`src/descending_argsort_defines.svh`:
```
// Assertion macros used by the descending argsort top level.
`ifndef DESCENDING_ARGSORT_DEFINES_SVH
`define DESCENDING_ARGSORT_DEFINES_SVH

// Same-cycle implication, checked on every rising edge outside reset.
`define DSA_ASSERT_NOW(label, ante, cons, msg) \
    label: assert property (@(posedge clk) disable iff (!rst_n) (ante) |-> (cons)) \
        else $error(msg);

// Next-cycle implication, checked on every rising edge outside reset.
`define DSA_ASSERT_NEXT(label, ante, cons, msg) \
    label: assert property (@(posedge clk) disable iff (!rst_n) (ante) |=> (cons)) \
        else $error(msg);

`endif

```
`src/dsa_pkg.sv`:
```
// Package with the transfer types and control struct of the descending argsort.
`timescale 1ns / 1ps
`default_nettype none

package dsa_pkg;

    // Fixed widths of the transfer fields.
    localparam int VALUE_IN_BITS = 32;
    localparam int POSITION_BITS = 7;

    // One input transfer.
    typedef struct packed {
        logic [VALUE_IN_BITS-1:0] value;
        logic                     last_in;
    } in_item_t;

    // One result transfer.
    typedef struct packed {
        logic [POSITION_BITS-1:0] position;
        logic                     last_out;
        logic                     overflow;
    } out_item_t;

    // Control broadcast from the sequencer to every cell of the chain.
    typedef struct packed {
        logic load;
        logic drain;
    } cell_ctrl_t;

endpackage

`default_nettype wire

```
`src/dsa_cell.sv`:
```
// One cell of the insertion chain: holds a single (value, position) pair.
`timescale 1ns / 1ps
`default_nettype none

module dsa_cell #(
    parameter int VALUE_BITS = 32,
    parameter int IDX_BITS   = 6
) (
    input  wire                   clk,
    input  wire                   rst_n,
    input  dsa_pkg::cell_ctrl_t   ctrl,
    // Element being inserted, broadcast to all cells.
    input  wire  [VALUE_BITS-1:0] new_value,
    input  wire  [IDX_BITS-1:0]   new_index,
    // Neighbour towards the head of the chain.
    input  wire                   prev_valid,
    input  wire  [VALUE_BITS-1:0] prev_value,
    input  wire  [IDX_BITS-1:0]   prev_index,
    input  wire                   prev_ins,
    // Neighbour towards the tail of the chain.
    input  wire                   next_valid,
    input  wire  [VALUE_BITS-1:0] next_value,
    input  wire  [IDX_BITS-1:0]   next_index,
    // Own contents and insertion decision.
    output logic                  valid,
    output logic [VALUE_BITS-1:0] value,
    output logic [IDX_BITS-1:0]   index,
    output logic                  ins
);

    logic                  valid_reg, valid_next;
    logic [VALUE_BITS-1:0] value_reg, value_next;
    logic [IDX_BITS-1:0]   index_reg, index_next;

    // The new element always carries the highest position so far, so a tie
    // ranks it first; an empty cell always accepts.
    assign ins = !valid_reg || (new_value >= value_reg);

    // Load shifts the tail down behind the insertion point; drain shifts up.
    always_comb
    begin
        valid_next = valid_reg;
        value_next = value_reg;
        index_next = index_reg;
        if (ctrl.drain)
        begin
            valid_next = next_valid;
            value_next = next_value;
            index_next = next_index;
        end
        else if (ctrl.load)
        begin
            if (prev_ins)
            begin
                valid_next = prev_valid;
                value_next = prev_value;
                index_next = prev_index;
            end
            else if (ins)
            begin
                valid_next = 1'b1;
                value_next = new_value;
                index_next = new_index;
            end
        end
    end

    // Valid bit is control state; the payload needs no reset.
    always_ff @(posedge clk or negedge rst_n)
    begin
        if (!rst_n)
        begin
            valid_reg <= 1'b0;
        end
        else
        begin
            valid_reg <= valid_next;
        end
    end

    always_ff @(posedge clk)
    begin
        value_reg <= value_next;
        index_reg <= index_next;
    end

    assign valid = valid_reg;
    assign value = value_reg;
    assign index = index_reg;

endmodule

`default_nettype wire

```
`config.mk`:
```
export PLATFORM = sky130hd
export DESIGN_NAME = dsa_cell
export DESIGN_NICKNAME = d
export VERILOG_FILES = /design/src/descending_argsort_defines.svh /design/src/dsa_pkg.sv /design/src/dsa_cell.sv
export SDC_FILE = /design/constraint.sdc
export NUM_CORES = 1
export LEC_CHECK = 0
export CAP_MARGIN = 25
export CORE_ASPECT_RATIO = 0.75
export CORE_MARGIN = 3
export CORE_UTILIZATION = 60
export CTS_BUF_LIST = sky130_fd_sc_hd__clkbuf_4 sky130_fd_sc_hd__clkbuf_8
export DETAILED_ROUTE_END_ITERATION = 16
export DONT_BUFFER_PORTS = 1
export GPL_TIMING_DRIVEN = 0
export HOLD_SLACK_MARGIN = 0.1
export PLACE_DENSITY = 0.79
export SETUP_SLACK_MARGIN = 0.05
export SLEW_MARGIN = 40
export SYNTH_ARGS = -nofsm -noshare
export SYNTH_HDL_FRONTEND = slang
export SYNTH_SLANG_ARGS = --single-unit
export TNS_END_PERCENT = 5
```
`constraint.sdc`:
```
create_clock -name clk -period 3.6 [get_ports clk]
set_input_delay 0.18 -clock clk [delete_from_list [all_inputs] [get_ports clk]]
set_output_delay 0.18 -clock clk [all_outputs]
set_load 0.01 [all_outputs]
```
==> reports/qor.yml <==
cts_tree: "done"
dieArea_sq_um: 5580
synth_seq_area_share_pct: 41.3
wl_met1_um: 2810
final_util_pct: 77.0
cts_buffers: 5
cts-htree-levels: 2
grt_overflow: 0
finalPower_mw: 1.25
yosys.area.top_type: "edfxtp_1"
path_class: "register to register"
reg2regPathDepth: 9
start_util_pct: 66.0
netlist_top_cells_count: "nand2_1 (48), o21ai_0 (44), edfxtp_1 (38), mux2i_1 (38), inv_1 (34)"
min_period_ns: 2.74
clk_path_buf_depth: 2
hold-path-cell-count: 2
ys_ff_latch: 39
place_ws_ns: 0.853
rows: 20
avgSynthCellArea_sq_um: 9.74
grt_pass1_vias: 2381
antenna_found_initial: 0
route.vias.total: 2267
ys_types: 27
dieHeight_um: 65.4
max_freq_mhz: 364
post-route-drc-count: 0
leakagePower_nw: 1.49
cp-end-kind: "register"
peakVddDrop_uv: 264
finalCritPeriodShare_pct: 76.2
die_w_um: 85.2
path_clk_slew_ns: 0.08
post-synth-top-count-cell: "nand2_1"
synthArstFlopShare_pct: 2.56
grt_pass1_wl_um: 11400
finalMaxSlewViolations: 0
ys.flop_type: "edfxtp_1"
drt_iter0_drc: 124
holdCritPathClass: "primary input to register"
clk_root_buffer_cell: "clkbuf_8"
top_layer: "met4"
crit_required_ns: 3.65
port_buffers: 0
finClkSkew_ns: 0.00528
via_per_inst: 5.97
largest_register_ff_count: 32
outcome: "complete, no violations"
grt_max_degree: 15
dr.pass1.iters: 6
wl_um: 7420
yosys_warnings: 0
placedCellCount: 347
synthCells: 290
syn-num-nets: 443
layoutNonFillerInstCount: 380
fill_cells: 308
synth-edff-count: 38
p_per_area_nw_per_um2: 379
clkSinkCount: 39
finalHoldViolations: 0
antenna_cells: 0
insertion_delay_ns: 0.29
gp_congestion: 0.768
hpwl_um: 5640
area_growth_pct: 16.7
drive_gt1_share_pct: 6.15
cts_resized: 0
nets: 477
rsz0062_at_grt: "no"
drtAntennaViolNets: 0
fin_ws_ns: 0.856
crit_arrival_ns: 2.79
synth_top_area_share_pct: 40.4
ios: 161
globalRouteTotalUtil_pct: 26.6
synth_area_leaders: "edfxtp_1 (40%), ha_1 (14%), mux2i_1 (13%)"
synth_area_sq_um: 2830
dr_wl_met2_um: 3760
start_kind: "register"
routed-wl-met3_um: 775
core-area_sq_um: 4280
wl_per_cell_um: 19.5
cap_violations: 0
relSlewSlack_pct: 67.6
path_max_fanout: 14
tightest_slew_ns: 0.486
setup_viol: 0
[area by class of cell]
| class | instances | area [sq um] | area share, % |
|---|---|---|---|
| Timing Repair Buffer | 27 | 280 | 8.50 |
| Tap cell | 55 | 68.8 | 2.09 |
| Buffer | 14 | 57.6 | 1.75 |
| Clock buffer | 5 | 68.8 | 2.09 |
| Inverter | 34 | 128 | 3.87 |
| Multi-Input combinational cell | 203 | 1490 | 45.2 |
| Sequential cell | 39 | 1170 | 35.4 |
| Clock inverter | 3 | 38.8 | 1.18 |
[stage by stage]
stage | setup TNS, ns | hold WS [ns] | instance area, sq um
2_1_floorplan | 0 | -0.116 | 2830
3_3_place_gp | -5.19 | -0.116 | 2900
3_5_place_dp | 0 | -0.116 | 2940
4_1_cts | 0 | 0.101 | 3280
5_1_grt | 0 | 0.101 | 3300
6_report | 0 | 0.0997 | 3300
[final timing paths]
check	start	to	slack (ns)
worst min-delay path	next_value[20]	value[20]$_DFFE_PP_	0.1
worst max-delay path	value[17]$_DFFE_PP_	index[3]$_DFFE_PP_	0.86
worst max register to register	value[17]$_DFFE_PP_	index[3]$_DFFE_PP_	0.86
max in group asynchronous	rst_n	valid$_DFFE_PN0P_	2.87
min in group asynchronous	rst_n	valid$_DFFE_PN0P_	0.63
worst min register to register	valid$_DFFE_PN0P_	valid$_DFFE_PN0P_	0.75
[timing repair]
| action | 4_1_cts | 5_1_grt |
|---|---|---|
| setup buffers | 0 | 0 |
| endpoints found under the hold margin | 22 | 2 |
| hold buffers | 23 | 2 |
[power breakdown]
part           leakage [nW]  switching [mW]  total (mW)  internal (mW)
registers             0.403          0.0572       0.621          0.563
clock network        0.0556           0.155       0.358          0.203
logic                  1.03           0.148       0.271          0.123
[per-layer routing]
layer | vias up | global-route usage [%]
met5 | - | 0
met4 | 0 | 5.93
met3 | 6 | 9.15
met2 | 121 | 48.0
met1 | 1043 | 30.5
li1 | 1097 | -
[cell families after synthesis]
| family | count (synthesis) | share of synthesized area [%] |
|---|---|---|
| compound gates | 65 | 13.3 |
| fa+ha+maj | 32 | 14.2 |
| buf+inv | 48 | 6.55 |
| flops | 39 | 41.3 |
| mux | 38 | 13.5 |
| simple gates | 68 | 11.2 |
[cells in the final DEF (no fill, tap or decap), types with 2 or more instances in the layout]
cell	instances
nand2_1	48
o21ai_0	44
mux2i_1	38
edfxtp_1	38
inv_1	34
ha_1	32
dlygate4sd3_1	25
a21oi_1	12
clkbuf_1	10
nor2_1	5
clkbuf_8	5
buf_2	4
nand4_1	4
nand3_1	3
a21o_1	3
nor3_1	2
buf_8	2
[worst max-delay path, cell delays in order (launching register included)]
cell      delay, ns
edfxtp_1       0.42
inv_1          0.06
ha_1           0.30
a21oi_1        0.12
o21ai_0        0.15
a221o_1        0.34
nor3b_1        0.40
a31oi_4        0.30
buf_8          0.25
buf_8          0.16
No activity file was read; power rests on OpenSTA's default activity.
